## src/rtl/core/assert_macros.svh

```systemverilog
// assertion helpers shared by the rtl
`ifndef ASSERT_MACROS_SVH
`define ASSERT_MACROS_SVH

`ifndef NO_ASSERTIONS

`define CBC_ASSERT(lbl, clk, rstn, prop, msg) \
	lbl: assert property (@(posedge clk) disable iff (!rstn) prop) else $error(msg);

`define CBC_ASSERT_NEVER(lbl, clk, rstn, cond, msg) \
	`CBC_ASSERT(lbl, clk, rstn, !(cond), msg)

`else

`define CBC_ASSERT(lbl, clk, rstn, prop, msg)

`define CBC_ASSERT_NEVER(lbl, clk, rstn, cond, msg)

`endif

`endif

```

## src/rtl/core/cbc_pkg.sv

```systemverilog
package cbc_pkg;

	localparam int ROM_BANKS_DEF = 512;
	localparam int RAM_BANKS_DEF = 16;

	localparam int ROM_BANK_W = 9;
	localparam int ADDR_W     = 16;
	localparam int DATA_W     = 8;
	localparam int PA_W       = 23;
	localparam int CFG_W      = 24;
	localparam int CFG_IDX_W  = 2;
	localparam int S_TDATA_W  = 24;
	localparam int M_FIELDS_W = 45;
	localparam int M_TDATA_W  = 48;

	// mapper kinds
	localparam logic [2:0] MAP_ROM_ONLY = 3'd0;
	localparam logic [2:0] MAP_MBC1     = 3'd1;
	localparam logic [2:0] MAP_MBC2     = 3'd2;
	localparam logic [2:0] MAP_MBC3     = 3'd3;
	localparam logic [2:0] MAP_MBC5     = 3'd4;

	// result targets
	localparam logic [1:0] TGT_CONST = 2'd0;
	localparam logic [1:0] TGT_ROM   = 2'd1;
	localparam logic [1:0] TGT_RAM   = 2'd2;
	localparam logic [1:0] TGT_RTC   = 2'd3;

	localparam logic CMD_READ  = 1'b0;
	localparam logic CMD_WRITE = 1'b1;

	// configuration register indexes
	localparam logic [CFG_IDX_W-1:0] CFG_MAPPER    = 2'd0;
	localparam logic [CFG_IDX_W-1:0] CFG_ROM_BANKS = 2'd1;
	localparam logic [CFG_IDX_W-1:0] CFG_RAM_BANKS = 2'd2;
	localparam logic [CFG_IDX_W-1:0] CFG_ROM_BYTES = 2'd3;

	// bus map
	localparam logic [ADDR_W-1:0] ADDR_RAM_EN_END  = 16'h2000;
	localparam logic [ADDR_W-1:0] ADDR_ROM_HI_SEL  = 16'h3000;
	localparam logic [ADDR_W-1:0] ADDR_BANK_AREA   = 16'h4000;
	localparam logic [ADDR_W-1:0] ADDR_RAM_SEL_END = 16'h6000;
	localparam logic [ADDR_W-1:0] ADDR_ROM_END     = 16'h8000;

	localparam logic [DATA_W-1:0] RAM_EN_KEY = 8'h0A;
	localparam logic [DATA_W-1:0] RTC_FIRST  = 8'h08;
	localparam logic [DATA_W-1:0] RTC_LAST   = 8'h0C;
	localparam logic [DATA_W-1:0] MBC3_RAM_LAST = 8'h03;

	typedef struct packed {
		logic capture;
		logic red_start;
		logic red_step;
		logic commit;
	} cbc_cmd_t;

	typedef struct packed {
		logic wrap_needed;
		logic slot_free;
	} cbc_status_t;

endpackage

```

## src/rtl/core/cbc_ctrl.sv

```systemverilog
`include "assert_macros.svh"

module cbc_ctrl import cbc_pkg::*; (
	input  logic        clk,
	input  logic        arst_n,
	input  logic        in_valid,
	output logic        in_ready,
	input  cbc_status_t sts,
	output cbc_cmd_t    cmd
);

	localparam int CW = $clog2(ROM_BANK_W);

	typedef enum logic [1:0] {
		ST_IDLE,
		ST_EVAL,
		ST_REDUCE,
		ST_COMMIT
	} state_t;

	state_t        state_q;
	logic          ready_q;
	logic [CW-1:0] cnt_q;

	always_ff @(posedge clk or negedge arst_n) begin
		if (!arst_n) begin
			state_q <= ST_IDLE;
			ready_q <= 1'b1;
			cnt_q   <= '0;
		end else begin
			case (state_q)
				ST_IDLE: begin
					if (in_valid) begin
						state_q <= ST_EVAL;
						ready_q <= 1'b0;
					end
				end
				ST_EVAL: begin
					if (sts.wrap_needed) begin
						state_q <= ST_REDUCE;
						cnt_q   <= '0;
					end else if (sts.slot_free) begin
						state_q <= ST_IDLE;
						ready_q <= 1'b1;
					end else begin
						state_q <= ST_COMMIT;
					end
				end
				ST_REDUCE: begin
					if (cnt_q == CW'(ROM_BANK_W - 1)) begin
						state_q <= ST_COMMIT;
					end else begin
						cnt_q <= cnt_q + 1'b1;
					end
				end
				ST_COMMIT: begin
					if (sts.slot_free) begin
						state_q <= ST_IDLE;
						ready_q <= 1'b1;
					end
				end
				default: begin
					state_q <= ST_IDLE;
					ready_q <= 1'b1;
				end
			endcase
		end
	end

	assign in_ready = ready_q;

	always_comb begin
		cmd.capture   = ready_q && in_valid;
		cmd.red_start = (state_q == ST_EVAL) && sts.wrap_needed;
		cmd.red_step  = (state_q == ST_REDUCE);
		cmd.commit    = sts.slot_free &&
			(((state_q == ST_EVAL) && !sts.wrap_needed) || (state_q == ST_COMMIT));
	end

	`CBC_ASSERT(a_start_then_step, clk, arst_n, cmd.red_start |=> cmd.red_step, "no step after start")
	`CBC_ASSERT(a_reduce_len, clk, arst_n, cmd.red_start |-> ##(ROM_BANK_W + 1) (state_q == ST_COMMIT), "bad reduce length")
	`CBC_ASSERT(a_commit_to_idle, clk, arst_n, cmd.commit |=> in_ready, "not ready after commit")

endmodule

```

## src/rtl/core/cbc_datapath.sv

```systemverilog
module cbc_datapath import cbc_pkg::*; #(
	parameter int MAX_ROM_BANKS = ROM_BANKS_DEF,
	parameter int MAX_RAM_BANKS = RAM_BANKS_DEF
) (
	input  logic                 clk,
	input  logic                 arst_n,
	input  cbc_cmd_t             cmd,
	output cbc_status_t          sts,
	input  logic [S_TDATA_W-1:0] s_tdata,
	input  logic [0:0]           s_tuser,
	input  logic                 cfg_wen,
	input  logic [CFG_IDX_W-1:0] cfg_index,
	input  logic [CFG_W-1:0]     cfg_data,
	output logic                 m_tvalid,
	input  logic                 m_tready,
	output logic [M_TDATA_W-1:0] m_tdata,
	output logic [1:0]           m_tuser
);

	localparam int RW  = $clog2(MAX_ROM_BANKS);
	localparam int NW  = RW + 1;
	localparam int RBW = $clog2(MAX_RAM_BANKS + 1);
	localparam int RIW = (MAX_RAM_BANKS > 1) ? $clog2(MAX_RAM_BANKS) : 1;

	logic [2:0]            mapper_q;
	logic [9:0]            rom_count_q;
	logic [4:0]            ram_count_q;
	logic [23:0]           rom_bytes_q;
	logic                  ram_enable_q;
	logic [ROM_BANK_W-1:0] rom_bank_q;
	logic [7:0]            ram_bank_q;
	logic                  bank_mode_q;

	logic              cmd_q;
	logic [ADDR_W-1:0] addr_q;
	logic [DATA_W-1:0] data_q;

	logic [RW-1:0]         rem_q;
	logic [ROM_BANK_W-1:0] div_q;

	logic                 out_valid_q;
	logic [M_TDATA_W-1:0] out_tdata_q;
	logic [1:0]           out_tuser_q;

	logic [NW-1:0]         n_eff;
	logic [RBW-1:0]        ram_lim;
	logic [ROM_BANK_W-1:0] ub;
	logic                  ub_ge_n;
	logic [RW-1:0]         bank_mod;
	logic [PA_W-1:0]       rom_pa;
	logic [NW-1:0]         part;
	logic [RW-1:0]         rem_next;
	logic                  mbc;
	logic                  in_ram;

	logic [1:0]      r_kind;
	logic [PA_W-1:0] r_pa;
	logic [2:0]      r_reg;
	logic            r_nib;
	logic [7:0]      r_bank;
	logic            r_chk;

	logic [1:0]        res_target;
	logic [PA_W-1:0]   res_pa;
	logic [7:0]        res_cv;
	logic              res_nib;
	logic              res_ramw;
	logic [DATA_W-1:0] res_wd;
	logic [2:0]        res_reg;
	logic              res_rtcw;

	// bank counts as seen by the mapping
	always_comb begin
		if (rom_count_q > 10'(MAX_ROM_BANKS)) begin
			n_eff = NW'(MAX_ROM_BANKS);
		end else if (rom_count_q == '0) begin
			n_eff = NW'(1);
		end else begin
			n_eff = NW'(rom_count_q);
		end
		if (ram_count_q > 5'(MAX_RAM_BANKS)) begin
			ram_lim = RBW'(MAX_RAM_BANKS);
		end else begin
			ram_lim = RBW'(ram_count_q);
		end
	end

	assign mbc    = (mapper_q >= MAP_MBC1) && (mapper_q <= MAP_MBC5);
	assign in_ram = (addr_q[15:13] == 3'b101);

	// bank selected for the switchable rom window
	always_comb begin
		case (mapper_q)
			MAP_MBC1: begin
				ub = {2'b00, (bank_mode_q ? 2'b00 : ram_bank_q[1:0]), rom_bank_q[4:0]};
				if (rom_bank_q[4:0] == 5'd0) begin
					ub[0] = 1'b1;
				end
			end
			MAP_MBC2: begin
				ub = {1'b0, rom_bank_q[7:0]};
				if (rom_bank_q[7:0] == 8'd0) begin
					ub = 9'd1;
				end
			end
			MAP_MBC3: begin
				ub = {2'b00, rom_bank_q[6:0]};
				if (rom_bank_q[6:0] == 7'd0) begin
					ub = 9'd1;
				end
			end
			default: ub = rom_bank_q;
		endcase
	end

	assign ub_ge_n  = (10'(ub) >= 10'(n_eff));
	assign bank_mod = ub_ge_n ? rem_q : RW'(ub);
	assign rom_pa   = {9'(bank_mod), addr_q[13:0]};

	// one restoring remainder step per cycle, msb of the bank first
	assign part     = {rem_q, div_q[ROM_BANK_W-1]};
	assign rem_next = (part >= n_eff) ? RW'(part - n_eff) : RW'(part);

	// cartridge ram window routing
	always_comb begin
		r_kind = TGT_CONST;
		r_pa   = '0;
		r_reg  = '0;
		r_nib  = 1'b0;
		r_bank = '0;
		r_chk  = 1'b0;
		if (ram_enable_q) begin
			case (mapper_q)
				MAP_MBC1: begin
					r_bank = bank_mode_q ? ram_bank_q : 8'd0;
					r_chk  = 1'b1;
				end
				MAP_MBC2: begin
					r_kind = TGT_RAM;
					r_pa   = PA_W'(addr_q[8:0]);
					r_nib  = 1'b1;
				end
				MAP_MBC3: begin
					if (ram_bank_q > MBC3_RAM_LAST) begin
						if (ram_bank_q inside {[RTC_FIRST:RTC_LAST]}) begin
							r_kind = TGT_RTC;
							r_reg  = 3'(ram_bank_q - RTC_FIRST);
						end
					end else begin
						r_bank = ram_bank_q;
						r_chk  = 1'b1;
					end
				end
				MAP_MBC5: begin
					r_bank = ram_bank_q;
					r_chk  = 1'b1;
				end
				default: ;
			endcase
			if (r_chk && (r_bank < 8'(ram_lim))) begin
				r_kind = TGT_RAM;
				r_pa   = PA_W'({r_bank[RIW-1:0], addr_q[12:0]});
			end
		end
	end

	always_comb begin
		res_target = TGT_CONST;
		res_pa     = '0;
		res_cv     = 8'h00;
		res_nib    = 1'b0;
		res_ramw   = 1'b0;
		res_wd     = '0;
		res_reg    = '0;
		res_rtcw   = 1'b0;
		if (cmd_q == CMD_READ) begin
			if (addr_q < ADDR_BANK_AREA) begin
				if (24'(addr_q) < rom_bytes_q) begin
					res_target = TGT_ROM;
					res_pa     = PA_W'(addr_q);
				end
			end else if (mapper_q == MAP_ROM_ONLY) begin
				if ((addr_q < ADDR_ROM_END) && (24'(addr_q) < rom_bytes_q)) begin
					res_target = TGT_ROM;
					res_pa     = PA_W'(addr_q);
				end else begin
					res_cv = 8'hFF;
				end
			end else if (!mbc) begin
				res_cv = 8'h00;
			end else if (addr_q < ADDR_ROM_END) begin
				res_target = TGT_ROM;
				res_pa     = rom_pa;
			end else if (in_ram) begin
				if (r_kind == TGT_CONST) begin
					res_cv = 8'hFF;
				end else begin
					res_target = r_kind;
					res_pa     = r_pa;
					res_reg    = r_reg;
					res_nib    = r_nib;
				end
			end else begin
				res_cv = 8'hFF;
			end
		end else if (mbc && in_ram) begin
			if (r_kind == TGT_RAM) begin
				res_target = TGT_RAM;
				res_pa     = r_pa;
				res_ramw   = 1'b1;
				res_wd     = r_nib ? {4'h0, data_q[3:0]} : data_q;
			end else if (r_kind == TGT_RTC) begin
				res_target = TGT_RTC;
				res_reg    = r_reg;
				res_rtcw   = 1'b1;
			end
		end
	end

	assign sts.wrap_needed = (cmd_q == CMD_READ) && mbc && (addr_q[15:14] == 2'b01) && ub_ge_n;
	assign sts.slot_free   = !out_valid_q || m_tready;

	// configuration and bank registers
	always_ff @(posedge clk or negedge arst_n) begin
		if (!arst_n) begin
			mapper_q     <= MAP_ROM_ONLY;
			rom_count_q  <= 10'd2;
			ram_count_q  <= 5'd0;
			rom_bytes_q  <= 24'h008000;
			ram_enable_q <= 1'b0;
			rom_bank_q   <= '0;
			ram_bank_q   <= '0;
			bank_mode_q  <= 1'b0;
		end else if (cfg_wen) begin
			case (cfg_index)
				CFG_MAPPER: begin
					mapper_q     <= cfg_data[2:0];
					ram_enable_q <= 1'b0;
					rom_bank_q   <= (cfg_data[2:0] == MAP_MBC5) ? 9'd1 : 9'd0;
					ram_bank_q   <= '0;
					bank_mode_q  <= 1'b0;
				end
				CFG_ROM_BANKS: rom_count_q <= cfg_data[9:0];
				CFG_RAM_BANKS: ram_count_q <= cfg_data[4:0];
				CFG_ROM_BYTES: rom_bytes_q <= cfg_data[23:0];
				default: ;
			endcase
		end else if (cmd.commit && (cmd_q == CMD_WRITE) && mbc && !in_ram) begin
			if (addr_q < ADDR_RAM_EN_END) begin
				if (mapper_q == MAP_MBC5) begin
					ram_enable_q <= (data_q == RAM_EN_KEY);
				end else begin
					ram_enable_q <= (data_q[3:0] == RAM_EN_KEY[3:0]);
				end
			end else if (addr_q < ADDR_BANK_AREA) begin
				case (mapper_q)
					MAP_MBC1: rom_bank_q <= {4'b0000, data_q[4:0]};
					MAP_MBC2: rom_bank_q <= {1'b0, data_q};
					MAP_MBC3: rom_bank_q <= {2'b00, data_q[6:0]};
					default: begin
						// mbc5 splits the bank number over two write areas
						if (addr_q < ADDR_ROM_HI_SEL) begin
							rom_bank_q <= {rom_bank_q[8], data_q};
						end else begin
							rom_bank_q <= {data_q[0], rom_bank_q[7:0]};
						end
					end
				endcase
			end else if (addr_q < ADDR_RAM_SEL_END) begin
				if (mapper_q == MAP_MBC1) begin
					ram_bank_q <= {6'b000000, data_q[1:0]};
				end else if (mapper_q != MAP_MBC2) begin
					ram_bank_q <= data_q;
				end
			end else if (addr_q < ADDR_ROM_END) begin
				if (mapper_q == MAP_MBC1) begin
					bank_mode_q <= data_q[0];
				end
			end
		end
	end

	// held access and remainder unit
	always_ff @(posedge clk) begin
		if (cmd.capture) begin
			cmd_q  <= s_tuser[0];
			addr_q <= s_tdata[15:0];
			data_q <= s_tdata[23:16];
		end
		if (cmd.red_start) begin
			rem_q <= '0;
			div_q <= ub;
		end else if (cmd.red_step) begin
			rem_q <= rem_next;
			div_q <= {div_q[ROM_BANK_W-2:0], 1'b0};
		end
		if (cmd.commit) begin
			out_tdata_q <= {{(M_TDATA_W - M_FIELDS_W){1'b0}}, res_rtcw, res_reg, res_wd,
				res_ramw, res_nib, res_cv, res_pa};
			out_tuser_q <= res_target;
		end
	end

	always_ff @(posedge clk or negedge arst_n) begin
		if (!arst_n) begin
			out_valid_q <= 1'b0;
		end else if (cmd.commit) begin
			out_valid_q <= 1'b1;
		end else if (m_tready) begin
			out_valid_q <= 1'b0;
		end
	end

	assign m_tvalid = out_valid_q;
	assign m_tdata  = out_tdata_q;
	assign m_tuser  = out_tuser_q;

endmodule

```

## src/rtl/core/cartridge_bank_controller_unit.sv

```systemverilog
// Cartridge bank mapper: each input beat is one CPU bus access (read or write, address, byte)
// and yields one output beat saying where it lands - a ROM or cartridge RAM byte address, an
// RTC register, or a constant 0x00/0xFF read value - for ROM-only, MBC1, MBC2, MBC3 and MBC5
// cartridges, while control-area writes on the MBC types update the RAM-enable, ROM bank, RAM
// bank and mode registers. An access is evaluated in the cycle after acceptance and, with a
// free output register, reaches the result register at the end of that cycle, after which
// the next access can be taken. A read of the switchable ROM window whose bank number is at
// or above the configured bank count first has its bank reduced by a restoring remainder unit
// that handles one bank bit per cycle, all nine of them, and then reaches the result register
// from the commit state. The next access is accepted while a finished result still waits in
// the output register; its own result then waits until that register frees. Configuration
// writes belong to idle periods; writing the mapper type returns the bank registers to that
// type's reset values.
module cartridge_bank_controller_unit import cbc_pkg::*; #(
	parameter int MAX_ROM_BANKS = ROM_BANKS_DEF,
	parameter int MAX_RAM_BANKS = RAM_BANKS_DEF
) (
	input  logic                 clk,
	input  logic                 arst_n,
	input  logic                 s_tvalid,
	output logic                 s_tready,
	input  logic [S_TDATA_W-1:0] s_tdata,   // address[15:0], data[23:16]
	input  logic [0:0]           s_tuser,   // cmd[0]
	output logic                 m_tvalid,
	input  logic                 m_tready,
	// physical_address[22:0], constant_value[30:23], nibble_only[31], ram_write[32],
	// write_data[40:33], rtc_register[43:41], rtc_wr[44], zero[47:45]
	output logic [M_TDATA_W-1:0] m_tdata,
	output logic [1:0]           m_tuser,   // target[1:0]
	input  logic                 cfg_wen,
	input  logic [CFG_IDX_W-1:0] cfg_index,
	input  logic [CFG_W-1:0]     cfg_data
);

	cbc_cmd_t    cmd;
	cbc_status_t sts;

	cbc_ctrl u_ctrl (
		.clk      (clk),
		.arst_n   (arst_n),
		.in_valid (s_tvalid),
		.in_ready (s_tready),
		.sts      (sts),
		.cmd      (cmd)
	);

	cbc_datapath #(
		.MAX_ROM_BANKS (MAX_ROM_BANKS),
		.MAX_RAM_BANKS (MAX_RAM_BANKS)
	) u_datapath (
		.clk       (clk),
		.arst_n    (arst_n),
		.cmd       (cmd),
		.sts       (sts),
		.s_tdata   (s_tdata),
		.s_tuser   (s_tuser),
		.cfg_wen   (cfg_wen),
		.cfg_index (cfg_index),
		.cfg_data  (cfg_data),
		.m_tvalid  (m_tvalid),
		.m_tready  (m_tready),
		.m_tdata   (m_tdata),
		.m_tuser   (m_tuser)
	);

endmodule
```

## config.mk

```make
export PLATFORM = sky130hd
export DESIGN_NAME = cartridge_bank_controller_unit
export DESIGN_NICKNAME = d
export VERILOG_FILES = /design/src/rtl/core/cbc_pkg.sv /design/src/rtl/core/cbc_ctrl.sv /design/src/rtl/core/cbc_datapath.sv /design/src/rtl/core/cartridge_bank_controller_unit.sv
export VERILOG_INCLUDE_DIRS = /design/src /design/src/rtl/core
export SDC_FILE = /design/constraint.sdc
export NUM_CORES = 1
export LEC_CHECK = 0
export ABC_AREA = 0
export BUFFER_PORTS_ARGS = -buffer_cell sky130_fd_sc_hd__buf_2
export CORE_MARGIN = 2
export CORE_UTILIZATION = 55
export CTS_BUF_LIST = sky130_fd_sc_hd__clkbuf_2
export DETAILED_ROUTE_END_ITERATION = 10
export GPL_TIMING_DRIVEN = 0
export PLACE_DENSITY_LB_ADDON = 0.05
export SYNTH_ARGS = -nofsm -noshare
export SYNTH_HDL_FRONTEND = slang
export SYNTH_SLANG_ARGS = --single-unit
```

## constraint.sdc

```tcl
create_clock -name clk -period 9.6 [get_ports clk]
set_clock_uncertainty 0.15 [all_clocks]
set_input_delay 0.48 -clock clk [delete_from_list [all_inputs] [get_ports clk]]
set_output_delay 0.48 -clock clk [all_outputs]
set_load 0.01 [all_outputs]
```

==> metrics <==
Avg Inst Size Synth=11.1 µm²; most used cell, CP=a21oi_1; PwrDens=250 nW/µm²; FF-to-FF End=u_datapath.m_tdata[31]; Leakage=4.21 nW; ys async rst share=~45%; actual slew at the worst max-slew pin=1.31 ns; DRT antenna net count=0; sequential share of the synthesized area=approximately half; Clock Latency Late Sink=between 0.7 and 0.8 ns; final wirelength=between 20000 and 25000 µm; Hold Vio Cnt, Final=0; CP Depth=13; status=completed; critical path buffer and inverter count=2; type of origin of the critical path=register; post-synthesis to final-layout area growth=20.0%; critical path capture point type=register; clk slew on worst S/H paths=0.24 ns; Synth cell types=86; initial DRC count=roughly 450; hpwl dp=about 15000 µm; wire per inst=about 19 µm; most frequent cells in the layout=buf_2, nand2_1, edfxtp_1; Final setup viols=0; post-route setup TNS=0 ns; Initial Utilization=a little under three fifths; vias in the first global route=between 6000 and 7000; TritonCTS clock tree=yes; Finished Core Util=66.8%; # nets final=1001; H-Tree Depth=4; clk sinks=~150; max-slew violations=0; RSZ-0062 raised after global routing=false; EDFF count, synth=between 70 and 80; Post-Syn Area=roughly 8000 µm²; width of the die=between 100 and 150 µm; vias per inst=approximately 5.7; # diodes=0; Mapped Cells=approximately 700; GR Overflow Total=0; routability cong.=between 0.8 and 0.9; Max Fclk=roughly 0.24 GHz; required time of the critical path=between 9 and 10 ns; fin crit period=~4 ns; Row Count=44; Worst VDD drop=roughly 0.22 mV; max-cap viol count=0; count of warnings emitted by yosys=0; drt first pass iters=5; Slew HR=between 10% and 20%; Die ar.=about 16000 µm²; Top Ports=about 110; initial antenna violation count=0; root buffer cell=clkbuf_2; CP Max Fanout=27; Total GRT Usage=between 20% and 30%; total power=roughly 0.0024 W; Critical Path AT=between 4 and 5 ns; Largest stage delay, worst path=around 0.48 ns; Top FF cell, synth=edfxtp_1; first-pass GRT wire length=about 33000 µm; Final period util=about 43%; worst path cell trace=buf_4 -> nand2b_1 -> nor2_1 -> nand3b_1 -> nand2_1 -> ha_1 -> a21oi_1 -> a21oi_1 -> a21o_1 -> o21ai_4 -> a21oi_1 -> nor2_4 -> buf_12; IO buf count=104; Core ar.=about 14000 µm²; CTS buffer count=17; min-delay worst type=in2async; commonest non-fill, non-tap cell in the layout=buf_2; Die H=between 100 and 150 µm; DRC Markers=0; layout cell share with drive strength beyond 1=25.9%; Vias=6208; pin count of the biggest net entering global routing=70; beginning of the worst register-to-register path=u_datapath.mapper_q[2]; Top delay family on crit path=simple AND/OR/NAND/NOR gates; R2R cell count=13; clock buffer depth=2; crit path kind=reg2reg; #FFs+latches synth=between 150 and 200; setup slack, reg-to-reg=approximately 5.5 ns; Crit-path slowest cell=dfrtp_1
==> area by class of cell <==
type | count | area, µm²
Clock inverter | 14 | 170
Buffer | 31 | 198
Inverter | 43 | 161
Tap cell | 184 | 230
Clock buffer | 18 | 90.1
Sequential cell | 152 | 4130
Multi-Input combinational cell | 493 | 3520
Timing Repair Buffer | 160 | 1090
Fill cell | 1143 | 4780
==> per-layer routing <==
| metal | vias up | global-route usage (%) | share of wire, % |
|---|---|---|---|
| li1 | 2970 | - | - |
| met1 | 3018 | 36.3 | 45 |
| met2 | 192 | 44.7 | 49 |
| met3 | 28 | 6.19 | 5.1 |
| met4 | 0 | 7.14 | 1.6 |
| met5 | - | 0 | 0 |
==> stage by stage <==
step / instance area [µm²] / worst slack [ns] / hold WS, ns / std cells
floorplan: 8000 / 5.08 / 0.0344 / 719
global placement: 8750 / 3.65 / 0.319 / 1007
detailed placement: 8780 / 5.57 / 0.328 / 1008
CTS: 9590 / 5.54 / 0.228 / 1095
global route: 9590 / 5.20 / 0.203 / 1095
finish: 9590 / 5.52 / 0.231 / 1095
==> worst max-delay path by stage <==
stage,to,slack [ns],start
floorplan,u_datapath.m_tdata[0],5.08,u_datapath.mapper_q[2]
global placement,u_datapath.m_tdata[36],3.65,u_datapath.mapper_q[2]
detailed placement,u_datapath.m_tdata[39],5.57,u_datapath.mapper_q[2]
CTS,u_datapath.m_tdata[31],5.54,u_datapath.mapper_q[2]
global route,u_datapath.m_tuser[0],5.20,u_datapath.mapper_q[2]
finish,u_datapath.m_tdata[31],5.52,u_datapath.mapper_q[2]
==> cell families after synthesis <==
| kind of cell | after synthesis | synth area share [%] |
|---|---|---|
| AOI/OAI and AO/OA | 150 | 12.9 |
| xor gates and xnor gates | 4 | 0.438 |
| DFF | 152 | 51.7 |
| other | 1 | 0.0469 |
| muxes | 61 | 8.41 |
| and+or+nand+nor | 228 | 14.6 |
| adders and majority gates | 47 | 7.45 |
| buffers and inverters | 74 | 4.49 |
==> synthesized netlist by cell type, types with 3 or more instances <==
cell type	n	share of area [%]
a211oi_1	12	1.1
a21boi_0	8	0.75
a21o_1	6	0.56
a21oi_1	25	1.6
a31oi_1	14	1.1
and2_1	10	0.78
and3_1	4	0.31
buf_2	3	0.19
buf_4	12	1.1
buf_6	3	0.42
clkbuf_1	12	0.56
dfrtp_1	66	21
dfstp_2	3	0.99
dfxtp_1	9	2.3
edfxtp_1	74	28
ha_1	46	7.2
inv_1	42	2.0
mux2_2	48	6.8
mux2i_1	12	1.5
nand2_1	75	3.5
nand2b_1	5	0.39
nand3_1	18	1.1
nand3b_1	7	0.66
nand4_1	5	0.39
nor2_1	51	2.4
nor2b_1	8	0.63
nor3_1	11	0.69
nor3b_1	4	0.38
nor4_1	4	0.31
o211ai_1	10	0.94
o21a_1	5	0.47
o21ai_0	32	2.0
o22ai_1	5	0.39
or2_2	6	0.47
or3_1	3	0.23
==> flip-flops by register name (all words and copies together) (netlist names), named ones only <==
name                     flops
u_datapath.m_tdata          38
u_datapath.rom_bytes_q      24
u_datapath.addr_q           16
u_datapath.rom_count_q      10
u_datapath.div_q             9
u_datapath.rem_q             9
u_datapath.rom_bank_q        9
u_datapath.data_q            8
u_datapath.ram_bank_q        8
u_datapath.ram_count_q       5
u_ctrl.cnt_q                 4
u_datapath.mapper_q          3
u_datapath.m_tuser           2
u_ctrl.in_ready              1
u_ctrl.state_q               1
u_datapath.bank_mode_q       1
u_datapath.cmd_q             1
u_datapath.m_tvalid          1
u_datapath.ram_enable_q      1
==> worst register-to-register path: cells and delay by family (launching register included) <==
kind,cells,cell delay [ns]
AO/OA/AOI/OAI,5,1.01
adder cells (fa/ha/maj),1,0.28
buffers and inverters,2,0.45
flip-flops,1,0.48
AND/OR/NAND/NOR,5,1.38
==> report_power, final <==
part / leakage [nW] / internal, W / switching (W)
combinational: 2.41 / 0.000411 / 0.000560
sequential: 1.64 / 0.000901 / 0.000131
clock: 0.159 / 0.000148 / 0.000242
total: 4.21 / 0.00146 / 0.000933
==> repair_timing <==
item | 4_1_cts | 5_1_grt
gates resized for setup | 0 | 0
buffers inserted | 0 | 0
hold buffers | 55 | 0
endpoints found under the setup margin | 0 | 0
hold endpoints to repair | 136 | 0
No activity file was read; power rests on OpenSTA's default activity.
